--- src/hdl/ccep_pkg.sv ---
// shared types, codes and tables for the color cube edge palette unit
// depends on nothing
package ccep_pkg;

	localparam int LVL_W = 12;
	localparam int CNT_W = 13;
	localparam int IDX_W = 12;
	localparam int CFG_W = 13;

	localparam logic [11:0] NUM_EDGES   = 12'd5;
	localparam logic [12:0] SMALL_LIMIT = 13'd10;
	// 2^14 / 5 rounded up, exact quotient for any 12-bit dividend
	localparam logic [13:0] RECIP_EDGES = 14'd3277;
	localparam int          RECIP_SHIFT = 14;

	typedef enum logic [0:0] {
		REG_MAX_LEVEL  = 1'b0,
		REG_NUM_COLORS = 1'b1
	} reg_idx_t;

	typedef enum logic [1:0] {
		ST_OK    = 2'd0,
		ST_RANGE = 2'd1,
		ST_EMPTY = 2'd2
	} status_t;

	typedef enum logic [2:0] {
		EDGE_RY = 3'd0,
		EDGE_YG = 3'd1,
		EDGE_GC = 3'd2,
		EDGE_CB = 3'd3,
		EDGE_BM = 3'd4
	} edge_t;

	typedef enum logic [2:0] {
		SU_KICK,
		SU_LONG,
		SU_SHORT,
		SU_EDGES,
		SU_IDLE
	} setup_state_t;

	typedef struct packed {
		logic [LVL_W-1:0] r;
		logic [LVL_W-1:0] g;
		logic [LVL_W-1:0] b;
	} rgb_t;

	// fixed colors for palettes under ten entries
	function automatic rgb_t small_color(input logic [3:0] idx);
		rgb_t c;
		case (idx)
			4'd0: c = '{12'd215, 12'd25, 12'd28};
			4'd1: c = '{12'd255, 12'd255, 12'd191};
			4'd2: c = '{12'd44, 12'd123, 12'd182};
			4'd3: c = '{12'd0, 12'd136, 12'd55};
			4'd4: c = '{12'd192, 12'd192, 12'd192};
			4'd5: c = '{12'd194, 12'd165, 12'd207};
			4'd6: c = '{12'd166, 12'd97, 12'd26};
			4'd7: c = '{12'd171, 12'd217, 12'd233};
			4'd8: c = '{12'd166, 12'd219, 12'd160};
			4'd9: c = '{12'd235, 12'd150, 12'd5};
			default: c = '{12'd0, 12'd0, 12'd0};
		endcase
		return c;
	endfunction

endpackage

--- src/hdl/ccep_div.sv ---
// iterative restoring divider, one quotient bit per cycle
// depends on ccep_pkg
module ccep_div (
	input  logic                      clk,
	input  logic                      arst_n,
	input  logic                      go,
	input  logic [ccep_pkg::LVL_W-1:0] dividend,
	input  logic [ccep_pkg::LVL_W-1:0] divisor,
	output logic                      done,
	output logic [ccep_pkg::LVL_W-1:0] quo
);
	localparam int W = ccep_pkg::LVL_W;

	logic         run_q;
	logic         done_q;
	logic [3:0]   cnt_q;
	logic [W-1:0] rem_q;
	logic [W-1:0] quo_q;
	logic [W-1:0] dsr_q;
	logic [W:0]   trial;
	logic         fits;

	assign trial = {rem_q, quo_q[W-1]};
	assign fits  = trial >= {1'b0, dsr_q};

	always_ff @(posedge clk or negedge arst_n) begin
		if (!arst_n) begin
			run_q  <= 1'b0;
			done_q <= 1'b0;
			cnt_q  <= '0;
		end else if (go) begin
			run_q  <= 1'b1;
			done_q <= 1'b0;
			cnt_q  <= '0;
		end else if (run_q) begin
			cnt_q  <= cnt_q + 4'd1;
			if (cnt_q == 4'(W - 1)) begin
				run_q  <= 1'b0;
				done_q <= 1'b1;
			end
		end else begin
			done_q <= 1'b0;
		end
	end

	always_ff @(posedge clk) begin
		if (go) begin
			rem_q <= '0;
			quo_q <= dividend;
			dsr_q <= divisor;
		end else if (run_q) begin
			rem_q <= fits ? W'(trial - {1'b0, dsr_q}) : trial[W-1:0];
			quo_q <= {quo_q[W-2:0], fits};
		end
	end

	assign done = done_q;
	assign quo  = quo_q;
endmodule

--- src/hdl/color_cube_edge_palette_unit.sv ---
// top level of the color cube edge palette unit
// depends on ccep_pkg and ccep_div
//
// usage:
// - configuration: cfg_we with cfg_index (0 max_level, 1 num_colors) and cfg_data
//   writes a register at the clock edge. after reset and after every write the
//   unit derives segment lengths by a reciprocal multiply and step sizes with a
//   shared iterative divider (two 12-bit divisions); busy is high
//   during that time.
// - items: an index is taken at a rising edge with start high and busy low.
//   with busy low, one index can be taken every cycle.
// - results: red, green, blue and status appear for one cycle, marked by
//   result_valid, once the item has passed the stages. the receiver cannot stall,
//   so the four-stage pipeline never holds.
// - stages: range checks and edge search by compare, offset and step select,
//   multiply, corner compose into the output register.
// - reset: arst_n clears all valid bits and registers to max_level 255 and
//   num_colors 10, then the setup pass runs.
module color_cube_edge_palette_unit #(
	parameter int PALETTE_DEPTH = 4096,
	parameter int LEVEL_BITS    = 12
) (
	input  logic                        clk,
	input  logic                        arst_n,
	input  logic                        start,
	output logic                        busy,
	input  logic [ccep_pkg::IDX_W-1:0]  palette_index,
	output logic                        result_valid,
	output logic [ccep_pkg::LVL_W-1:0]  red,
	output logic [ccep_pkg::LVL_W-1:0]  green,
	output logic [ccep_pkg::LVL_W-1:0]  blue,
	output logic [1:0]                  status,
	input  logic                        cfg_we,
	input  logic [0:0]                  cfg_index,
	input  logic [ccep_pkg::CFG_W-1:0]  cfg_data
);
	localparam int W = ccep_pkg::LVL_W;
	localparam logic [W-1:0] LVL_MASK = (LEVEL_BITS >= W) ? {W{1'b1}} :
		W'((32'd1 << LEVEL_BITS) - 32'd1);

	logic [W-1:0]                 max_level_q;
	logic [ccep_pkg::CNT_W-1:0]   num_colors_q;
	logic [W-1:0]                 lvl;
	logic [ccep_pkg::CNT_W-1:0]   cnt;
	logic [W-1:0]                 span;

	always_ff @(posedge clk or negedge arst_n) begin
		if (!arst_n) begin
			max_level_q  <= 12'd255;
			num_colors_q <= 13'd10;
		end else if (cfg_we) begin
			case (cfg_index)
				ccep_pkg::REG_MAX_LEVEL:  max_level_q  <= cfg_data[W-1:0];
				ccep_pkg::REG_NUM_COLORS: num_colors_q <= cfg_data;
				default: ;
			endcase
		end
	end

	assign lvl  = max_level_q & LVL_MASK;
	assign cnt  = (32'(num_colors_q) > 32'(PALETTE_DEPTH)) ?
		ccep_pkg::CNT_W'(PALETTE_DEPTH) : num_colors_q;
	assign span = (cnt == '0) ? '0 : W'(cnt - 13'd1);

	// setup sequencer: base and extra from span/5 by reciprocal, then the two step sizes
	ccep_pkg::setup_state_t su_q, su_d;
	logic         div_go;
	logic [W-1:0] div_a, div_b;
	logic         div_done;
	logic [W-1:0] div_quo;
	logic [W-1:0] base_q;
	logic [2:0]   extra_q;
	logic [W-1:0] step_long_q, step_short_q;
	logic [W-1:0] start_q [1:4];
	logic [W-1:0] base_n;
	logic [W+13:0] recip_prod;
	logic [W-1:0] base_c;
	logic [W-1:0] rem5;

	ccep_div u_div (
		.clk      (clk),
		.arst_n   (arst_n),
		.go       (div_go),
		.dividend (div_a),
		.divisor  (div_b),
		.done     (div_done),
		.quo      (div_quo)
	);

	assign recip_prod = span * ccep_pkg::RECIP_EDGES;
	assign base_c     = recip_prod[W+13:ccep_pkg::RECIP_SHIFT];
	assign rem5       = span - W'(base_c * ccep_pkg::NUM_EDGES);
	assign base_n     = (base_c == '0) ? W'(1) : base_c;

	always_comb begin
		su_d   = su_q;
		div_go = 1'b0;
		div_a  = lvl;
		div_b  = base_q;
		case (su_q)
			ccep_pkg::SU_KICK: begin
				div_go = 1'b1;
				div_b  = W'(base_n + W'(1));
				su_d   = ccep_pkg::SU_LONG;
			end
			ccep_pkg::SU_LONG: begin
				if (div_done) begin
					div_go = 1'b1;
					div_b  = base_q;
					su_d   = ccep_pkg::SU_SHORT;
				end
			end
			ccep_pkg::SU_SHORT: begin
				if (div_done) su_d = ccep_pkg::SU_EDGES;
			end
			ccep_pkg::SU_EDGES: su_d = ccep_pkg::SU_IDLE;
			ccep_pkg::SU_IDLE:  su_d = ccep_pkg::SU_IDLE;
			default:            su_d = ccep_pkg::SU_KICK;
		endcase
		if (cfg_we) begin
			su_d   = ccep_pkg::SU_KICK;
			div_go = 1'b0;
		end
	end

	always_ff @(posedge clk or negedge arst_n) begin
		if (!arst_n) su_q <= ccep_pkg::SU_KICK;
		else         su_q <= su_d;
	end

	always_ff @(posedge clk) begin
		if (su_q == ccep_pkg::SU_KICK) begin
			base_q  <= base_n;
			extra_q <= rem5[2:0];
		end
		if (su_q == ccep_pkg::SU_LONG && div_done) step_long_q <= div_quo;
		if (su_q == ccep_pkg::SU_SHORT && div_done) step_short_q <= div_quo;
		if (su_q == ccep_pkg::SU_EDGES) begin
			// edge e starts at e*base plus the longer edges before it
			start_q[1] <= W'(base_q + ((extra_q > 3'd0) ? W'(1) : W'(0)));
			start_q[2] <= W'((base_q << 1) + ((extra_q > 3'd1) ? W'(2) : W'(extra_q)));
			start_q[3] <= W'((base_q << 1) + base_q +
				((extra_q > 3'd2) ? W'(3) : W'(extra_q)));
			start_q[4] <= W'((base_q << 2) + ((extra_q > 3'd3) ? W'(4) : W'(extra_q)));
		end
	end

	assign busy = (su_q != ccep_pkg::SU_IDLE);

	// stage 1: range checks and edge search
	logic         acc;
	logic         vld_s1, small_s1, last_s1;
	logic [1:0]   status_s1;
	logic [2:0]   edge_s1;
	logic [W-1:0] idx_s1;
	logic [2:0]   edge_c;
	logic [ccep_pkg::CNT_W-1:0] idx_ext;

	assign acc     = start && !busy;
	assign idx_ext = ccep_pkg::CNT_W'(palette_index);
	assign edge_c  = 3'(palette_index >= start_q[1]) + 3'(palette_index >= start_q[2]) +
		3'(palette_index >= start_q[3]) + 3'(palette_index >= start_q[4]);

	always_ff @(posedge clk or negedge arst_n) begin
		if (!arst_n) vld_s1 <= 1'b0;
		else         vld_s1 <= acc;
	end

	always_ff @(posedge clk) begin
		idx_s1    <= palette_index;
		small_s1  <= cnt < ccep_pkg::SMALL_LIMIT;
		last_s1   <= idx_ext == (cnt - 13'd1);
		edge_s1   <= edge_c;
		if (cnt == '0)          status_s1 <= ccep_pkg::ST_EMPTY;
		else if (idx_ext >= cnt) status_s1 <= ccep_pkg::ST_RANGE;
		else                    status_s1 <= ccep_pkg::ST_OK;
	end

	// stage 2: offset along the edge, step select, fixed table
	logic          vld_s2, small_s2, last_s2;
	logic [1:0]    status_s2;
	logic [2:0]    edge_s2;
	logic [W-1:0]  pos_s2, step_s2;
	ccep_pkg::rgb_t small_s2_rgb;
	logic [W-1:0]  edge_base;

	always_comb begin
		case (edge_s1)
			ccep_pkg::EDGE_YG: edge_base = start_q[1];
			ccep_pkg::EDGE_GC: edge_base = start_q[2];
			ccep_pkg::EDGE_CB: edge_base = start_q[3];
			ccep_pkg::EDGE_BM: edge_base = start_q[4];
			default:           edge_base = '0;
		endcase
	end

	always_ff @(posedge clk or negedge arst_n) begin
		if (!arst_n) vld_s2 <= 1'b0;
		else         vld_s2 <= vld_s1;
	end

	always_ff @(posedge clk) begin
		small_s2     <= small_s1;
		last_s2      <= last_s1;
		status_s2    <= status_s1;
		edge_s2      <= edge_s1;
		pos_s2       <= W'(idx_s1 - edge_base);
		step_s2      <= (edge_s1 < extra_q) ? step_long_q : step_short_q;
		small_s2_rgb <= ccep_pkg::small_color(idx_s1[3:0]);
	end

	// stage 3: distance from the start corner
	logic           vld_s3, small_s3, last_s3;
	logic [1:0]     status_s3;
	logic [2:0]     edge_s3;
	logic [W-1:0]   prod_s3;
	logic [2*W-1:0] prod;
	ccep_pkg::rgb_t small_s3_rgb;

	assign prod = step_s2 * pos_s2;

	always_ff @(posedge clk or negedge arst_n) begin
		if (!arst_n) vld_s3 <= 1'b0;
		else         vld_s3 <= vld_s2;
	end

	always_ff @(posedge clk) begin
		small_s3     <= small_s2;
		last_s3      <= last_s2;
		status_s3    <= status_s2;
		edge_s3      <= edge_s2;
		prod_s3      <= prod[W-1:0];
		small_s3_rgb <= small_s2_rgb;
	end

	// stage 4: corner compose into the output register
	ccep_pkg::rgb_t cube, pick;
	logic           vld_q;
	ccep_pkg::rgb_t out_q;
	logic [1:0]     status_q;

	always_comb begin
		case (edge_s3)
			ccep_pkg::EDGE_RY: cube = '{lvl, prod_s3, W'(0)};
			ccep_pkg::EDGE_YG: cube = '{W'(lvl - prod_s3), lvl, W'(0)};
			ccep_pkg::EDGE_GC: cube = '{W'(0), lvl, prod_s3};
			ccep_pkg::EDGE_CB: cube = '{W'(0), W'(lvl - prod_s3), lvl};
			default:           cube = '{prod_s3, W'(0), lvl};
		endcase
		if (status_s3 != ccep_pkg::ST_OK) pick = '{W'(0), W'(0), W'(0)};
		else if (small_s3)                pick = small_s3_rgb;
		else if (last_s3)                 pick = '{lvl, W'(0), lvl};
		else                              pick = cube;
	end

	always_ff @(posedge clk or negedge arst_n) begin
		if (!arst_n) vld_q <= 1'b0;
		else         vld_q <= vld_s3;
	end

	always_ff @(posedge clk) begin
		out_q    <= pick;
		status_q <= status_s3;
	end

	assign result_valid = vld_q;
	assign red          = out_q.r;
	assign green        = out_q.g;
	assign blue         = out_q.b;
	assign status       = status_q;
endmodule

--- config.mk ---
export PLATFORM = sky130hd
export DESIGN_NAME = color_cube_edge_palette_unit
export DESIGN_NICKNAME = d
export VERILOG_FILES = /design/src/hdl/ccep_pkg.sv /design/src/hdl/ccep_div.sv /design/src/hdl/color_cube_edge_palette_unit.sv
export SDC_FILE = /design/constraint.sdc
export NUM_CORES = 1
export LEC_CHECK = 0
export ABC_AREA = 1
export BUFFER_PORTS_ARGS = -buffer_cell sky130_fd_sc_hd__buf_2
export CORE_UTILIZATION = 52
export DETAILED_ROUTE_END_ITERATION = 10
export PLACE_DENSITY = 0.71
export SETUP_SLACK_MARGIN = 0.15
export SLEW_MARGIN = 10
export SYNTH_ARGS = -nofsm -noshare
export SYNTH_HDL_FRONTEND = slang
export SYNTH_SLANG_ARGS = --single-unit
export TNS_END_PERCENT = 100
--- constraint.sdc ---
create_clock -name clk -period 8.55 [get_ports clk]
set_clock_uncertainty 0.15 [all_clocks]
set_input_delay 0.4275 -clock clk [delete_from_list [all_inputs] [get_ports clk]]
set_output_delay 0.4275 -clock clk [all_outputs]
set_load 0.02 [all_outputs]
Word level (Yosys, flattened, before mapping)
Memory sizes are Yosys's and may differ from the RTL's. A register that Yosys moved wholly into a read port is not among the register bits.
Cells that the tools add are included.
Widths: inputs -> output; s select.

cells by class
  divide/modulo/power cells = 0
  equal/unequal tests = 17
  magnitude comparators = 13
  $add $sub $neg = 15
  reduce and logical (&&, ||, !) cells = 14
  bitwise operators = 1
  shifts and indexed selects = 0
  $mul = 3
  multiplexer cells = 34

operator list
  kind                    count
  $pmux 36 s4             1
  $mux 12                 6
  $mux 36                 2
  $ge 12x12->1            4
  $pmux 12 s4             1
  $add 12x3->12           3
  $sub 12x12->12          3
  $mul 12x12->24 const B  1
  $eq 3x2->1 const B      6
  $mux 3                  6
  $eq 12x13->1            1
  $ge 12x13->1            1
  $ge 13x12->1            1
  $gt 13x13->1 const B    1
  $logic_not 13->1        1
  $lt 13x4->1 const B     1
  $mux 13                 1
  $sub 13x1->13 const B   1
  $add 12x1->12           1
  $add 12x12->12          1
  $logic_not 12->1        1
  $mul 12x12->12          1
  $mux 1                  12
  $pmux 3 s4              1
  25 further kinds        39

word-level totals
  latch bits = 0
  memory bits (read-only) = 384
  memory bits (writable) = 48
  register bits = 292
  output and inout port bits = 40
  memories kept = 2
  logic and storage cells = 142
  bits of input ports = 30

memories
  name             words  width  rd ports  clocked after Yosys merged registers in  wr ports  line                                text
  (no name shown)  16     24     1         1                                        0         ccep_pkg.sv:52                      case (idx)
  start_q          4      12     4         0                                        4         color_cube_edge_palette_unit.sv:74  logic [W-1:0] start_q [1:4];

Longest topological paths before layout
Gate-level depths: netlist (run 1).

  depth after elaboration = 9
  gate-level depth with buffers = 41
  gate-level depth less buffers = 39

Modules after synthesis
Synthesis (run 1) repeated with hierarchy kept, for this count alone.

unflattened totals
  cell total of the unflattened synthesis = 2406
  area total of the unflattened synthesis = 20792.4 um^2

by module, submodules not included
  module                        sequential area each (um^2)  times used  area each (um^2)  cells an instance
  color_cube_edge_palette_unit  6438.7                       1           18255.0           2082
  ccep_div                      1111.1                       1           2537.4            324

Worst setup path before layout (run 1)
No wires, ideal clock.

  path type = reg2reg
  start = register num_colors_q[3] in the netlist's numbering
  end = register extra_q[2], data pin
  arrival = 6373 ps
  slack = 1773 ps
  setup time = 254 ps
  required time = 8146 ps
  path buffers = 2
  stages on the path, launching flop included = 37
  clock period less this slack = 6777 ps
  cells stage by stage = dfstp_2 > clkbuf_2 > nor2_1 > nand2_1 > nor2_1 > nand2_1 > nand2_2 > buf_4 > nand2_1 > ha_1 > nand2_1 > nor2_1 > nand2_1 > and2_1 > nor2_1 > ha_1 > inv_1 > fa_1 > fa_1 > inv_1 > fa_1 > fa_1 > ha_1 > nand2_1 > inv_1 > nand2_1 > nand2_1 > a21oi_1 > nand3_1 > nand2_1 > inv_1 > fa_1 > inv_1 > nand2_1 > nand2_1 > xor2_1 > inv_1

between the ends
  cells in the longest elaborated chain, start to end = 7
  elaborated cells between the ends (all ways) = 8
  classes of those cells = add/sub (2); mul (2); order compare (1); mux (2); reduce/logical (1)

RTL lines
  what                                               line                                 text
  from (decl)                                        color_cube_edge_palette_unit.sv:42   logic [ccep_pkg::CNT_W-1:0] num_colors_q;
  from (signal assigned)                             color_cube_edge_palette_unit.sv:54   ccep_pkg::REG_NUM_COLORS: num_colors_q <= cfg_data;
  $gt 13x13->1                                       color_cube_edge_palette_unit.sv:61   assign cnt = (32'(num_colors_q) > 32'(PALETTE_DEPTH)) ?
  $mux 13 *                                          color_cube_edge_palette_unit.sv:61
  $sub 13x1->13 or $logic_not 13->1 (tied branches)  n/a
  $mux 12 *                                          color_cube_edge_palette_unit.sv:63   assign span = (cnt == '0) ? '0 : W'(cnt - 13'd1);
  $mul 12x12->24                                     color_cube_edge_palette_unit.sv:90   assign recip_prod = span * ccep_pkg::RECIP_EDGES;
  $mul 10x3->3                                       color_cube_edge_palette_unit.sv:92   assign rem5 = span - W'(base_c * ccep_pkg::NUM_EDGES);
  $sub 3x3->3 *                                      color_cube_edge_palette_unit.sv:92
  net rem5[2]                                        color_cube_edge_palette_unit.sv:78   logic [W-1:0] rem5;
  to (signal assigned)                               color_cube_edge_palette_unit.sv:134  extra_q <= rem5[2:0];
  to (decl)                                          color_cube_edge_palette_unit.sv:72   logic [2:0] extra_q;

Mark *: on every way through the listed nets, which the timed path passes. The rest lies on a longest branch.
A chain may end at the register's enable or synchronous reset.

Final worst setup path (run 1)
  start = register num_colors_q[2] in the netlist's numbering
  end = register extra_q[2], data pin

The elaborated chain is that of the path after synthesis.

==> results of run 1 <==
## repair_timing
item,in CTS,in global routing
endpoints found under the hold margin,34,2
setup buffers,0,0
hold buffers,7,2
## worst max-delay path, delay by kind of cell (launching register included)
family | cells | cell delay, ps
AO/OA/AOI/OAI | 2 | 410
XOR/XNOR | 1 | 150
adder cells (fa/ha/maj) | 8 | 3460
buffers and inverters | 11 | 830
flip-flops | 1 | 440
AND/OR/NAND/NOR | 16 | 2030
## layer usage
layer,share of wire [%],vias up,wire length [um]
met3,4.6,112,2260
met1,42,7418,20800
met5,0,-,0
li1,-,7745,-
met2,50,406,24300
met4,3.4,0,1640
## sequential cells by signal, indices dropped and copies added (netlist names), 13 cells and up
name	count
small_s2_rgb	24
num_colors_q	13
small_s3_rgb	24
start_q	47
## through the flow
stage	worst slack, ps	util [%]	instances	instance area [um^2]	hold WS [ps]
after floorplan	1770	-	2351	20400	-18.1
after global placement	1070	55.0	2903	21300	161
after detailed placement	905	55.0	2903	21300	162
after CTS	879	58.5	2976	22600	0.214
after global routing	214	58.5	2978	22600	2.67
final	813	58.5	2978	22600	10.5
## how the worst min path moves through the flow
stage | startpoint | slack, ps | end | cells past startpoint
6_report | cfg_data[0] | 10 | div_a[0]$_DFFE_PN1P_ | 3
5_1_grt | palette_index[6] | 3 | idx_s1[6]$_DFF_P_ | 1
4_1_cts | palette_index[2] | 0.2 | idx_s1[2]$_DFF_P_ | 1
3_5_place_dp | small_s2_rgb[0]$_DFF_P_ | 160 | small_s3_rgb[0]$_DFF_P_ | 0
3_3_place_gp | small_s2_rgb[4]$_SDFF_PP0_ | 160 | small_s3_rgb[4]$_DFF_P_ | 0
2_1_floorplan | arst_n | -20 | div_a[10]$_DFFE_PN0P_ | 0
## cells in the final DEF (no fill, tap or decap), drive strengths merged, types with 76 or more instances in the layout
master  count
o21ai     125
nor2      134
edfxtp    107
ha        244
a21oi     109
nand3      86
inv       463
dfxtp     167
nand2     471
fa         86
buf        76
## cell type report
type                       count  area (um^2)
fill                        3319        16000
inverter                     462         1730
multi-input combinational   1535        11000
clock buffer                  43          990
tap                          518          648
sequential                   312         7520
timing repair buffer          85          488
clock inverter                23          274
## cells by family (layout without fill, tap and decap cells)
logic type               Yosys count  after routing  share of synthesized area (%)
buffers and inverters            504            613                           9.36
flip-flops                       312            312                           36.9
adder cells (fa/ha/maj)          330            330                           23.4
AO/OA/AOI/OAI                    343            343                           9.97
XOR/XNOR                         105            105                           4.76
other                              2              3                         0.0368
multiplexers                      12             12                          0.663
AND/OR/NAND/NOR                  742            742                           14.9
==> flow_summary.yaml, run 1 <==
drt:
  drc: 0
  first_iter_violations: 919
  vias: 15681
  wire_per_inst_um: 16.5
  ant_nets: 0
  finalWirelength_mm: 49.0
  viasPerCell: 5.27
  dr.pass1.iters: 5
finish:
  antennaDiodeCount: 0
  areaGrowthSynthToFinish_pct: 11.0
  nets: 2792
  drive_gt1_share_pct: 7.64
die:
  die-area_um2: 40000
  die_w_um: 200
  die_h_um: 200
  start_util_pct: 52.8
  fp-row-count: 72
  io_pins: 70
  core_area_um2: 38600
synth:
  synth_cell_types: 57
  synth_top_area_share_pct: 16.4
  async_flop_share_pct: 12.2
  syn_area_um2: 20400
  yosysSeqAreaShare_pct: 36.9
  synth.most_common_cell: "nand2_1"
  yosys-top-cells-count: "464 x nand2_1, 452 x inv_1, 244 x ha_1"
  synth_warnings: 0
  synth_area_leaders: "dfxtp_1 16%, edfxtp_1 16%, ha_1 15%, nand2_1 8.5%, fa_1 8.4%"
  syn_inst: 2350
  synth_ff_type: "dfxtp_1"
  post_synth.cell_area_avg_um2: 8.68
  ys_ff_latch: 312
  synth-edff-count: 107
  yosys.area.top_type: "dfxtp_1"
setup_path:
  cp.required_ps: 8700
  cp_slowest_cell: "fa_1"
  cp-start-kind: "flip-flop"
  timing.rr.start: "num_colors_q[2]$_DFFE_PN0P_"
  crit_path_start: "num_colors_q[2]$_DFFE_PN0P_"
  r2r_cells: 38
  endpoint: "extra_q[2]$_DFFE_PN_"
  cp_common_cell: "nand2_1"
  crit_fanout: 23
  max_stage_delay_ps: 540
  critPathCaptureType: "flip-flop"
  rrSetupSlack_ps: 810
  worst-setup-path-type: "reg2reg"
  cp.arrival_ps: 7880
  r2r_end: "extra_q[2]$_DFFE_PN_"
global_route:
  use_met2_pct: 46.4
  antenna_found_initial: 0
  gr-usage-all-layers_pct: 25.4
  grtUsageMet1_pct: 30.5
  grt_start_max_net_pins: 49
  grt_pass1_wl_mm: 79.8
  globalRoute.totalOverflow: 0
  use_met3_pct: 3.18
  grt_pass1_vias: 15933
  grt_most_used_layer: "met2"
clock_network:
  cts_made_buffers: 36
  clockBufferDepth: 3
  post_cts_resized: 0
  root_buffer: "clkbuf_16"
  cts_tree: "done"
  path_clk_slew_ps: 70
  clk_latency_ps: 560
  clock_sinks: 312
  htree_levels: 2
timing:
  maxSlewHeadroom_pct: 22.9
  slew_violations: 0
  worst_pin_slew_ps: 1150
  setup_viol: 0
  min_period_over_period_pct: 90.5
  fmax_ghz: 0.129
  hold_viol: 0
  period_needed_ps: 7740
  rsz0062_at_grt: "false"
  fin_tns_setup_ps: 0
placement:
  gp_congestion: 0.965
  dp_hpwl_mm: 38.6
  port_buffers: 69
status:
  status: "completed"
hold_path:
  min_path_type: "in2reg"
job:
  cap_violations: 0
Power of run 1 is not shown: default switching activity piles up to over one toggle a cycle in this logic, so the estimate is an artifact.
==> run 2: changes to the inputs <==
CORE_ASPECT_RATIO = 0.8   (was default)
CORE_UTILIZATION = 59   (was 52)
PLACE_DENSITY = 0.78   (was 0.71)
==> run 2 against run 1 <==
Against the previous run:
- sequential cell count did not move
- cell area fell by 1.1%
- clock-buffer cell count down 2
- die area is 12% lower
- critical endpoint unchanged
==> flow_summary.yaml, run 2 (synthesis results as in run 1) <==
setup_path:
  cp-start-kind: "flip-flop"
  crit_path_start: "num_colors_q[6]$_DFFE_PN0P_"
  cp_slowest_cell: "fa_1"
  worst-setup-path-type: "reg2reg"
  crit_fanout: 23
  cp.arrival_ps: 7950
  cp_common_cell: "nand2_1"
  critPathCaptureType: "flip-flop"
  timing.rr.start: "num_colors_q[6]$_DFFE_PN0P_"
  cp.required_ps: 8730
  max_stage_delay_ps: 540
clock_network:
  cts_made_buffers: 31
  path_clk_slew_ps: 70
  post_cts_resized: 0
  cts_tree: "done"
  clock_sinks: 312
  clockBufferDepth: 3
  htree_levels: 1
  root_buffer: "clkbuf_16"
  clk_latency_ps: 580
timing:
  setup_viol: 0
  whs_ps: 20.8
  maxSlewHeadroom_pct: 35.6
  fin_tns_setup_ps: 0
  rsz0062_at_grt: "false"
  fmax_ghz: 0.129
  slew_violations: 0
  hold_viol: 0
  worst_pin_slew_ps: 966
  min_period_over_period_pct: 90.9
  period_needed_ps: 7770
drt:
  dr.pass1.iters: 9
  first_iter_violations: 1190
  viasPerCell: 5.57
  finalWirelength_mm: 50.0
  wire_per_inst_um: 17.2
  ant_nets: 0
  drc: 0
  vias: 16128
placement:
  port_buffers: 69
  dp_hpwl_mm: 39.2
  gp_congestion: 0.956
finish:
  final_cell_mix: "464 x nand2_1, 452 x inv_1, 244 x ha_1, 167 x dfxtp_1, 130 x nor2_1"
  antennaDiodeCount: 0
  final_common_cell: "nand2_1"
  multi_input_area_um2: 11000
  largest_register_ffs: 47
  nets: 2799
  register_area_um2: 7520
  biggestRegsByFlops: "start_q x47, small_s2_rgb x24, small_s3_rgb x24"
  drive_gt1_share_pct: 7.31
  largest-register: "start_q"
  areaGrowthSynthToFinish_pct: 9.74
  fillers: 2799
global_route:
  grt_start_max_net_pins: 49
  grt_most_used_layer: "met2"
  grt_pass1_wl_mm: 81.8
  globalRoute.totalOverflow: 0
  grt_pass1_vias: 16171
  use_met3_pct: 3.30
  antenna_found_initial: 0
  use_met2_pct: 49.7
  gr-usage-all-layers_pct: 29.2
  grtUsageMet1_pct: 39.0
status:
  status: "completed"
die:
  die-area_um2: 35300
  core_area_um2: 33800
  io_pins: 70
  die_h_um: 168
  fp-row-count: 60
  start_util_pct: 60.4
  die_w_um: 210
hold_path:
  min_path_type: "in2reg"
  hold_start: "cfg_data[9]"
job:
  cap_violations: 0
==> run 2: changes by cell type in the layout (fill, tap and decap cells not counted) <==
cell,before,now
bufinv_16,4,0
clkbuf_1,3,6
clkbuf_16,38,33
clkinv_1,6,3
clkinv_2,4,6
clkinv_8,1,0
clkinvlp_4,5,2
dlygate4sd3_1,9,21
inv_16,1,0
inv_4,0,3
inv_6,1,2
==> run 2: cell type report <==
cell class	instances	area share, %
Multi-Input combinational cell	1535	49.0
Sequential cell	312	33.6
Inverter	462	7.75
Clock buffer	41	3.91
Timing Repair Buffer	97	2.72
Tap cell	434	2.43
Clock inverter	17	0.542
==> run 2: final timing paths <==
check                           cells after the start                          end  slack, ps
max in group asynchronous                           2       result_valid$_DFF_PN0_       7250
worst min-delay path                                3  num_colors_q[9]$_DFFE_PN0P_         20
worst min register to register                      0      small_s3_rgb[2]$_DFF_P_        170
worst max-delay path                               31         extra_q[2]$_DFFE_PN_        780
min in group asynchronous                           2  num_colors_q[6]$_DFFE_PN0P_        390
worst max register to register                     31         extra_q[2]$_DFFE_PN_        780
==> run 2: per-layer routing <==
metal	part of all wire [%]	vias up	wire, um
li1	-	7773	-
met1	44	7682	21700
met2	47	564	23500
met3	6.5	109	3220
met4	3.0	0	1520
met5	0	-	0
==> run 2: worst max-delay path: cells and delay by family, from the launching register on <==
family	cells	cell delay, ps
and+or+nand+nor	14	2370
DFF	1	420
AOI/OAI and AO/OA	3	500
buffers and inverters	5	400
xor gates and xnor gates	1	150
adders and majority gates	8	3490
==> run 2: timing repair <==
item,in CTS,in global routing
hold buffers,21,0
buffers inserted,0,0
hold endpoints to repair,51,0
==> run 2: per-stage QoR <==
stage | util [%] | worst slack (ps) | instance area [um^2] | std cells
detailed placement | 62.7 | 940 | 21200 | 2819
finish | 66.2 | 778 | 22400 | 2898
global placement | 62.7 | 1110 | 21200 | 2819
global route | 66.2 | 192 | 22400 | 2898
floorplan | - | 1770 | 20400 | 2351
CTS | 66.2 | 800 | 22400 | 2898
Power of run 2 is left out for the same reason.
